## config.mk

```make
export PLATFORM = sky130hd
export DESIGN_NAME = midi_event_byte_encoder_core
export DESIGN_NICKNAME = d
export VERILOG_FILES = /design/src/hw/rtl/mevb_pkg.sv /design/src/hw/rtl/mevb_datapath.sv /design/src/hw/rtl/mevb_ctrl.sv /design/src/hw/rtl/midi_event_byte_encoder_core.sv
export SDC_FILE = /design/constraint.sdc
export NUM_CORES = 1
export LEC_CHECK = 0
export BUFFER_PORTS_ARGS = -buffer_cell sky130_fd_sc_hd__buf_2
export CELL_PAD_IN_SITES_DETAIL_PLACEMENT = 1
export CELL_PAD_IN_SITES_GLOBAL_PLACEMENT = 1
export CORE_MARGIN = 2
export CORE_UTILIZATION = 47
export CTS_BUF_LIST = sky130_fd_sc_hd__clkbuf_8
export DETAILED_ROUTE_END_ITERATION = 8
export GPL_ROUTABILITY_DRIVEN = 0
export GPL_TIMING_DRIVEN = 0
export PLACE_DENSITY = 0.88
export SKIP_LAST_GASP = 1
export SLEW_MARGIN = 20
export SYNTH_ARGS = -nofsm -noshare
export SYNTH_HDL_FRONTEND = slang
export SYNTH_HIERARCHICAL = 1
export SYNTH_SLANG_ARGS = --single-unit
```

## constraint.sdc

```tcl
create_clock -name clk -period 7.8 [get_ports clk]
set_clock_uncertainty 0.15 [all_clocks]
set_input_delay 0.39 -clock clk [delete_from_list [all_inputs] [get_ports clk]]
set_output_delay 0.39 -clock clk [all_outputs]
set_load 0.03 [all_outputs]
```

## src/hw/rtl/mevb_pkg.sv

```systemverilog
// Shared types and constants for the MIDI event byte encoder.
// Holds the payload structs, action codes, SMF byte constants and controller links.
// No dependencies.
package mevb_pkg;

    localparam int VLQ_MAX_BYTES_DEF = 4;
    localparam int DELTA_W           = 28;

    // Tempo divider: 60000000 fits in 26 bits, one quotient bit per cycle
    localparam int              DIV_STEPS = 26;
    localparam int              DIV_CNT_W = 5;
    localparam logic [25:0]     TEMPO_NUM = 26'd60000000;
    localparam logic [23:0]     TEMPO_MAX = 24'hFFFFFF;

    // Action codes
    localparam logic [2:0] ACT_TEMPO     = 3'd0;
    localparam logic [2:0] ACT_TIME_SIG  = 3'd1;
    localparam logic [2:0] ACT_END_TRACK = 3'd2;
    localparam logic [2:0] ACT_PROGRAM   = 3'd3;
    localparam logic [2:0] ACT_VOLUME    = 3'd4;
    localparam logic [2:0] ACT_NOTE_ON   = 3'd5;
    localparam logic [2:0] ACT_NOTE_OFF  = 3'd6;
    localparam logic [2:0] ACT_UNUSED    = 3'd7;

    // Standard MIDI File byte constants
    localparam logic [7:0] B_ZERO        = 8'h00;
    localparam logic [7:0] B_META        = 8'hFF;
    localparam logic [7:0] B_META_TEMPO  = 8'h51;
    localparam logic [7:0] B_META_TSIG   = 8'h58;
    localparam logic [7:0] B_META_EOT    = 8'h2F;
    localparam logic [7:0] B_LEN_TEMPO   = 8'h03;
    localparam logic [7:0] B_LEN_TSIG    = 8'h04;
    localparam logic [7:0] B_TSIG_CLOCKS = 8'h18;
    localparam logic [7:0] B_TSIG_32NDS  = 8'h08;
    localparam logic [7:0] B_STAT_PROG   = 8'hC0;
    localparam logic [7:0] B_STAT_CTRL   = 8'hB0;
    localparam logic [7:0] B_CC_VOLUME   = 8'h07;
    localparam logic [7:0] B_STAT_NON    = 8'h90;
    localparam logic [7:0] B_STAT_NOFF   = 8'h80;
    localparam logic [7:0] B_VEL_ON      = 8'd100;
    localparam logic [7:0] B_LOW7_MASK   = 8'b01111111;
    localparam logic [7:0] B_CONT_BIT    = 8'b10000000;

    typedef struct packed {
        logic [2:0]  action;
        logic [27:0] delta_ticks;
        logic [3:0]  channel;
        logic [9:0]  tempo_bpm;
        logic [7:0]  beats_per_bar;
        logic [2:0]  beat_unit_log2;
        logic [6:0]  program_number;
        logic [7:0]  volume;
        logic [6:0]  note_number;
    } req_t;

    typedef struct packed {
        logic [7:0] out_byte;
        logic       last_byte;
    } rsp_t;

    typedef enum logic [2:0] {
        ST_IDLE = 3'b001,
        ST_DIV  = 3'b010,
        ST_EMIT = 3'b100
    } state_t;

    typedef struct packed {
        logic load;
        logic div_step;
        logic emit;
    } ctl_cmd_t;

    typedef struct packed {
        logic req_is_tempo;
        logic req_is_unused;
        logic div_done;
        logic slot_free;
        logic last;
    } dp_status_t;

endpackage

```

## src/hw/rtl/mevb_datapath.sv

```systemverilog
// Datapath of the MIDI event byte encoder: captured request, serial tempo
// divider, VLQ group select, byte sequencer and output register.
// Depends on mevb_pkg.
module mevb_datapath #(
    parameter int VLQ_MAX_BYTES = mevb_pkg::VLQ_MAX_BYTES_DEF
) (
    input  logic                  clk,
    input  logic                  rst_n,
    input  mevb_pkg::req_t        req,
    output mevb_pkg::rsp_t        rsp,
    output logic                  rsp_valid,
    input  logic                  rsp_stall,
    input  mevb_pkg::ctl_cmd_t    cmd,
    output mevb_pkg::dp_status_t  status
);
    import mevb_pkg::*;

    localparam int DW      = 7 * VLQ_MAX_BYTES;
    localparam int LEN_MAX = (VLQ_MAX_BYTES + 3 > 8) ? VLQ_MAX_BYTES + 3 : 8;
    localparam int IDX_W   = $clog2(LEN_MAX);

    logic [DW-1:0]        delta_sat;
    logic [IDX_W-1:0]     vlq_n;

    logic [2:0]           act_reg;
    logic [3:0]           chan_reg;
    logic [9:0]           bpm_reg;
    logic [7:0]           beats_reg;
    logic [2:0]           unit_reg;
    logic [6:0]           prog_reg;
    logic [7:0]           vol_reg;
    logic [6:0]           note_reg;
    logic [DW-1:0]        delta_reg;
    logic [IDX_W-1:0]     vlq_n_reg;
    logic [IDX_W-1:0]     idx_reg;
    logic [25:0]          quo_reg;
    logic [9:0]           rem_reg;
    logic [DIV_CNT_W-1:0] div_cnt_reg;
    rsp_t                 rsp_reg;
    logic                 rsp_valid_reg;

    logic [10:0]          trial;
    logic                 fits;
    logic [9:0]           rem_next;
    logic [23:0]          tempo_val;
    logic [7:0]           fix_seq [8];
    logic [IDX_W-1:0]     fix_last;
    logic                 is_note;
    logic                 in_vlq;
    logic [IDX_W-1:0]     grp_sel;
    logic [IDX_W-1:0]     rel;
    logic [IDX_W-1:0]     note_last;
    logic [6:0]           grp;
    logic [7:0]           byte_sel;
    logic                 last;

    // Saturate the delta to what the VLQ groups can carry
    generate
        if (DW >= DELTA_W) begin : g_delta_wide
            assign delta_sat = DW'(req.delta_ticks);
        end else begin : g_delta_narrow
            assign delta_sat = (|req.delta_ticks[DELTA_W-1:DW]) ? {DW{1'b1}}
                                                                 : req.delta_ticks[DW-1:0];
        end
    endgenerate

    // Number of VLQ bytes: highest nonzero group, at least one
    always_comb
    begin
        vlq_n = IDX_W'(1);
        for (int k = 1; k < VLQ_MAX_BYTES; k++)
        begin
            if (|delta_sat[7*k +: 7])
                vlq_n = IDX_W'(k + 1);
        end
    end

    // One restoring divide step
    assign trial    = {rem_reg, quo_reg[25]};
    assign fits     = trial >= {1'b0, bpm_reg};
    assign rem_next = fits ? 10'(trial - {1'b0, bpm_reg}) : trial[9:0];

    assign tempo_val = (|quo_reg[25:24]) ? TEMPO_MAX : quo_reg[23:0];

    // Fixed-length events
    always_comb
    begin
        for (int k = 0; k < 8; k++)
            fix_seq[k] = B_ZERO;
        fix_last = '0;
        case (act_reg)
            ACT_TEMPO:
            begin
                fix_seq[1] = B_META;
                fix_seq[2] = B_META_TEMPO;
                fix_seq[3] = B_LEN_TEMPO;
                fix_seq[4] = tempo_val[23:16];
                fix_seq[5] = tempo_val[15:8];
                fix_seq[6] = tempo_val[7:0];
                fix_last   = IDX_W'(6);
            end
            ACT_TIME_SIG:
            begin
                fix_seq[1] = B_META;
                fix_seq[2] = B_META_TSIG;
                fix_seq[3] = B_LEN_TSIG;
                fix_seq[4] = beats_reg;
                fix_seq[5] = {5'd0, unit_reg};
                fix_seq[6] = B_TSIG_CLOCKS;
                fix_seq[7] = B_TSIG_32NDS;
                fix_last   = IDX_W'(7);
            end
            ACT_END_TRACK:
            begin
                fix_seq[1] = B_META;
                fix_seq[2] = B_META_EOT;
                fix_last   = IDX_W'(3);
            end
            ACT_PROGRAM:
            begin
                fix_seq[1] = B_STAT_PROG | {4'd0, chan_reg};
                fix_seq[2] = {1'b0, prog_reg};
                fix_last   = IDX_W'(2);
            end
            ACT_VOLUME:
            begin
                fix_seq[1] = B_STAT_CTRL | {4'd0, chan_reg};
                fix_seq[2] = B_CC_VOLUME;
                fix_seq[3] = vol_reg & B_LOW7_MASK;
                fix_last   = IDX_W'(3);
            end
            default:
            begin
                fix_last = '0;
            end
        endcase
    end

    // Note events: VLQ groups most significant first, then status, pitch, velocity
    assign is_note   = (act_reg == ACT_NOTE_ON) || (act_reg == ACT_NOTE_OFF);
    assign in_vlq    = idx_reg < vlq_n_reg;
    assign grp_sel   = vlq_n_reg - IDX_W'(1) - idx_reg;
    assign rel       = idx_reg - vlq_n_reg;
    assign note_last = vlq_n_reg + IDX_W'(2);

    always_comb
    begin
        grp = '0;
        for (int k = 0; k < VLQ_MAX_BYTES; k++)
        begin
            if (IDX_W'(k) == grp_sel)
                grp = delta_reg[7*k +: 7];
        end
    end

    always_comb
    begin
        if (!is_note)
            byte_sel = fix_seq[idx_reg[2:0]];
        else if (in_vlq)
            byte_sel = ((idx_reg != vlq_n_reg - IDX_W'(1)) ? B_CONT_BIT : B_ZERO)
                       | {1'b0, grp};
        else if (rel == '0)
            byte_sel = ((act_reg == ACT_NOTE_ON) ? B_STAT_NON : B_STAT_NOFF)
                       | {4'd0, chan_reg};
        else if (rel == IDX_W'(1))
            byte_sel = {1'b0, note_reg};
        else
            byte_sel = (act_reg == ACT_NOTE_ON) ? B_VEL_ON : B_ZERO;
    end

    assign last = idx_reg == (is_note ? note_last : fix_last);

    // Capture the request, run the divider and register the output byte
    always_ff @(posedge clk)
    begin
        if (cmd.load)
        begin
            act_reg   <= req.action;
            chan_reg  <= req.channel;
            bpm_reg   <= req.tempo_bpm;
            beats_reg <= req.beats_per_bar;
            unit_reg  <= req.beat_unit_log2;
            prog_reg  <= req.program_number;
            vol_reg   <= req.volume;
            note_reg  <= req.note_number;
            delta_reg <= delta_sat;
            vlq_n_reg <= vlq_n;
            quo_reg   <= TEMPO_NUM;
            rem_reg   <= '0;
        end
        else if (cmd.div_step)
        begin
            quo_reg <= {quo_reg[24:0], fits};
            rem_reg <= rem_next;
        end
        if (cmd.emit)
            rsp_reg <= '{out_byte: byte_sel, last_byte: last};
    end

    always_ff @(posedge clk or negedge rst_n)
    begin
        if (!rst_n)
        begin
            idx_reg       <= '0;
            div_cnt_reg   <= '0;
            rsp_valid_reg <= 1'b0;
        end
        else
        begin
            if (cmd.load)
            begin
                idx_reg     <= '0;
                div_cnt_reg <= '0;
            end
            else
            begin
                if (cmd.div_step)
                    div_cnt_reg <= div_cnt_reg + DIV_CNT_W'(1);
                if (cmd.emit)
                    idx_reg <= idx_reg + IDX_W'(1);
            end
            if (cmd.emit)
                rsp_valid_reg <= 1'b1;
            else if (!rsp_stall)
                rsp_valid_reg <= 1'b0;
        end
    end

    assign rsp       = rsp_reg;
    assign rsp_valid = rsp_valid_reg;

    assign status.req_is_tempo  = req.action == ACT_TEMPO;
    assign status.req_is_unused = req.action == ACT_UNUSED;
    assign status.div_done      = div_cnt_reg == DIV_CNT_W'(DIV_STEPS - 1);
    assign status.slot_free     = !rsp_valid_reg || !rsp_stall;
    assign status.last          = last;

endmodule

```

## src/hw/rtl/mevb_ctrl.sv

```systemverilog
// Controller of the MIDI event byte encoder: one-hot state machine that
// sequences request capture, tempo division and byte emission.
// Depends on mevb_pkg.
module mevb_ctrl (
    input  logic                  clk,
    input  logic                  rst_n,
    input  logic                  req_valid,
    output logic                  req_stall,
    output mevb_pkg::ctl_cmd_t    cmd,
    input  mevb_pkg::dp_status_t  status
);
    import mevb_pkg::*;

    state_t state_reg;
    state_t state_next;

    always_comb
    begin
        state_next   = state_reg;
        cmd.load     = 1'b0;
        cmd.div_step = 1'b0;
        cmd.emit     = 1'b0;
        case (state_reg)
            ST_IDLE:
            begin
                cmd.load = req_valid;
                if (req_valid)
                begin
                    if (status.req_is_tempo)
                        state_next = ST_DIV;
                    else if (!status.req_is_unused)
                        state_next = ST_EMIT;
                end
            end
            ST_DIV:
            begin
                cmd.div_step = 1'b1;
                if (status.div_done)
                    state_next = ST_EMIT;
            end
            ST_EMIT:
            begin
                // advance only when the output register can take a byte
                cmd.emit = status.slot_free;
                if (status.slot_free && status.last)
                    state_next = ST_IDLE;
            end
            default:
            begin
                state_next = ST_IDLE;
            end
        endcase
    end

    always_ff @(posedge clk or negedge rst_n)
    begin
        if (!rst_n)
            state_reg <= ST_IDLE;
        else
            state_reg <= state_next;
    end

    assign req_stall = state_reg != ST_IDLE;

    a_tempo_divides: assert property (@(posedge clk) disable iff (!rst_n)
        (state_reg == ST_IDLE && req_valid && status.req_is_tempo) |=> state_reg == ST_DIV)
        else $error("tempo request did not start the divider");

    a_div_to_emit: assert property (@(posedge clk) disable iff (!rst_n)
        (state_reg == ST_DIV && status.div_done) |=> state_reg == ST_EMIT)
        else $error("divider finish did not start emission");

    a_last_ends_item: assert property (@(posedge clk) disable iff (!rst_n)
        (cmd.emit && status.last) |=> (state_reg == ST_IDLE && !req_stall))
        else $error("controller did not return to idle after last byte");

    a_unused_drops: assert property (@(posedge clk) disable iff (!rst_n)
        (state_reg == ST_IDLE && req_valid && status.req_is_unused) |=> state_reg == ST_IDLE)
        else $error("unused action code started an event");

endmodule

```

## src/hw/rtl/midi_event_byte_encoder_core.sv

```systemverilog
// A non-tempo item goes from capture straight to byte emission; a tempo item first
// runs the bit-serial divide of 60000000 by the BPM.
// Throughput: one item at a time, one byte per cycle while the output does not stall;
// the next item is taken only after the last byte of the current one is emitted.
// Reset: asynchronous active-low rst_n returns the controller to idle and empties
// the output register; no memories need clearing.
module midi_event_byte_encoder_core #(
    parameter int VLQ_MAX_BYTES = mevb_pkg::VLQ_MAX_BYTES_DEF
) (
    input  logic           clk,
    input  logic           rst_n,
    input  logic           req_valid,
    output logic           req_stall,
    input  mevb_pkg::req_t req,
    output logic           rsp_valid,
    input  logic           rsp_stall,
    output mevb_pkg::rsp_t rsp
);
    import mevb_pkg::*;

    ctl_cmd_t   cmd;
    dp_status_t status;

    mevb_ctrl u_ctrl (
        .clk       (clk),
        .rst_n     (rst_n),
        .req_valid (req_valid),
        .req_stall (req_stall),
        .cmd       (cmd),
        .status    (status)
    );

    mevb_datapath #(
        .VLQ_MAX_BYTES (VLQ_MAX_BYTES)
    ) u_datapath (
        .clk       (clk),
        .rst_n     (rst_n),
        .req       (req),
        .rsp       (rsp),
        .rsp_valid (rsp_valid),
        .rsp_stall (rsp_stall),
        .cmd       (cmd),
        .status    (status)
    );

endmodule
```

==> out/metrics.cfg <==
[worst_setup_path]
cp-end-kind = register
critPathMostFrequentCell = clkbuf_1
worstPathArrival_ns = 3.59
start_kind = register
critPathTopFamily = buffers and inverters
cp_cell_sequence = inv_1 -> clkbuf_1 -> ha_1 -> buf_2 -> clkbuf_1 -> nand3b_1 -> o211ai_1 -> o311ai_0
critPathKind = reg2reg
path_max_fanout = 10
slowest_delay_ns = 0.59
critical_path.slowest_cell = dfrtp_1
cp.required_ns = 7.82
cp.buffers_inverters = 4

[grt]
grt_pass1_wl_mm = 37.14
antenna_found_initial = 0
grt_max_degree = 32
track_usage_pct = 33.80
busiest_layer = met2
overflow = 0
grt_pass1_vias = 6482
globalRouteMet1Util_pct = 37.30
use_met3_pct = 8.026
gr-usage-met2_pct = 57.42

[cells_and_area]
diodes = 0
largest_reg_flops = 28
final_common_cell = buf_2
drive_gt1_share_pct = 20.75
multi_input_area_um2 = 2768
layout_common_cells = 99 x buf_2, 89 x edfxtp_1, 78 x dlygate4sd3_1
final_area_um2 = 8715
seqCellArea_um2 = 3695
area_delta_synth_final_pct = 30.11
nFillCells = 1470
fin_nets = 886

[power_and_ir_drop]
p_leak_nw = 3.359
vdd_drop_max_uv = 242.0
power_mw = 2.660
cellPowerDensity_nw_per_um2 = 305.2

[route]
routed_wl_mm = 24.63
postRouteAntennaNets = 0
vias_per_cell = 6.076
drc = 0
wl_per_cell_um = 25.26
dr.pass1.iters = 7
drt_iter0_markers = 561
vias = 5924

[timing]
fin_crit_ns = 3.572
fin_crit_sh_pct = 45.79
timing.fmax_mhz = 280.0
rsz0062_at_grt = no
setup_viol = 0
final_hold_viol_count = 0
relSlewSlack_pct = 51.12
tightestPinTransition_ns = 0.7332
slew_violations = 0
tns_ns = 0

[placed_design]
port_buffers = 91
placed_area_um2 = 7461
dp_hpwl_mm = 14.22

[floorplanning]
io_pins = 93
die-area_um2 = 15220
row_count = 43
die_h_um = 123.4
die_w_um = 123.4
core_area_um2 = 13880
initial_core_util_pct = 48.25

[synth]
netlist.area_leader.share_pct = 39.90
synth_nets = 695
synth_seq_cells = 137
yosysSeqAreaShare_pct = 55.17
ys.warnings.count = 6
yosys-top-cells-area = edfxtp_1 40%, dfxtp_1 11%, mux2i_1 5.5%
synthFlopType = edfxtp_1
synth_cell_types = 74
synthArstFlopShare_pct = 8.759
synth_area_um2 = 6698
syn_inst = 591
syn_avg_cell_area_um2 = 11.33
synth-edff-count = 89
yosys.area.top_type = edfxtp_1

[worst_hold_path]
hold_class = in2reg

[cts]
clk_latency_ns = 0.49
root_buffer = clkbuf_8
cts_tree = yes
cts_setup_buffers = 0
h-tree-depth = 4
cts_buffers = 17
clk_pin_slew_ns = 0.08
cts_buffer_depth = 2
cts_sinks = 137

[status]
outcome = complete, no violations

[job]
max_cap_viol_count = 0

cells in the mapped netlist, types with 4 or more instances:
cell type	instances
o21ai_0	39
and3_1	4
nand2b_1	12
nand3_1	6
nand2_1	53
nor2_1	52
dfrtp_1	11
mux2_2	6
buf_2	8
xor2_1	9
clkbuf_1	18
nand4_1	6
inv_1	28
mux2i_1	37
ha_1	19
a311oi_2	6
xnor2_1	10
nor4_1	5
nor2b_1	5
dfxtp_1	36
a211oi_1	9
a21oi_1	28
edfxtp_1	89
o211ai_1	6
a31oi_1	5
a22oi_1	4
nor3_1	10
routing by layer:
metal | wire, um | part of all wire (%)
met1 | 8814 | 36
met5 | 0 | 0
met3 | 1736 | 7.0
met2 | 12350 | 50
met4 | 1730 | 7.0
worst paths after layout:
| kind | from | endpoint | slack (ns) | depth (start not counted) |
|---|---|---|---|---|
| worst max-delay path | u_datapath/idx_reg[0]$_DFFE_PN0P_ | u_datapath/rsp[7]$_DFFE_PP_ | 4.23 | 8 |
| min in group asynchronous | rst_n | u_datapath/div_cnt_reg[1]$_DFFE_PN0P_ | 0.18 | 2 |
| worst min register to register | u_ctrl/state_reg[2]$_DFFE_PN0P_ | u_ctrl/state_reg[1]$_DFFE_PN0P_ | 0.36 | 1 |
| max in group asynchronous | rst_n | u_ctrl/state_reg[0]$_DFFE_PN1P_ | 7.03 | 2 |
| worst max register to register | u_datapath/idx_reg[0]$_DFFE_PN0P_ | u_datapath/rsp[7]$_DFFE_PP_ | 4.23 | 8 |
| worst min-delay path | rsp_stall | u_datapath/rsp_valid$_DFFE_PN0P_ | 0.05 | 3 |
worst reg2reg max path: cells and delay by family (launching register included):
family | cells | cell delay [ns]
flops | 1 | 0.59
compound gates | 2 | 0.49
fa+ha+maj | 1 | 0.44
simple gates | 1 | 0.36
buf+inv | 4 | 1.24
area by class of cell:
| class | count | share of cell area, % |
|---|---|---|
| sequential | 137 | 42.40 |
| multi-input combinational | 395 | 31.76 |
| timing repair buffer | 172 | 15.05 |
| clock inverter | 15 | 2.742 |
| clock buffer | 17 | 2.685 |
| tap | 180 | 2.584 |
| buffer | 31 | 1.579 |
| inverter | 28 | 1.206 |
through the flow:
stage                     hold slack (ns)  utilization [%]  setup slack (ns)  cells
final                             0.05126            62.78             4.228    975
after global routing              0.04738            62.78             4.153    975
after CTS                         0.03116            62.78             4.513    975
after detailed placement           0.1428            53.75             4.549    865
after global placement             0.1330            53.15            0.7430    862
after floorplan                  -0.05559                -             2.180    591
logic make-up after synthesis:
group | count (synthesis) | synth area share, %
adder cells (fa/ha/maj) | 22 | 4.446
multiplexers | 46 | 7.547
AND/OR/NAND/NOR | 172 | 12.48
flip-flops | 137 | 55.17
XOR/XNOR | 19 | 2.485
buffers and inverters | 59 | 3.624
AO/OA/AOI/OAI | 136 | 14.25
where the power goes:
group / total, mW / internal [mW] / switching [mW]
Sequential: 1.03 / 0.939 / 0.0923
Clock: 0.718 / 0.390 / 0.328
Combinational: 0.912 / 0.333 / 0.578
Total: 2.66 / 1.66 / 0.999
repair_timing:
| item | 4_1_cts | 5_1_grt |
|---|---|---|
| gates resized for setup | 0 | 0 |
| hold buffers | 78 | 0 |
| hold endpoints to repair | 89 | 0 |
| setup endpoints to repair | 0 | 0 |
No activity file was read; power rests on OpenSTA's default activity.
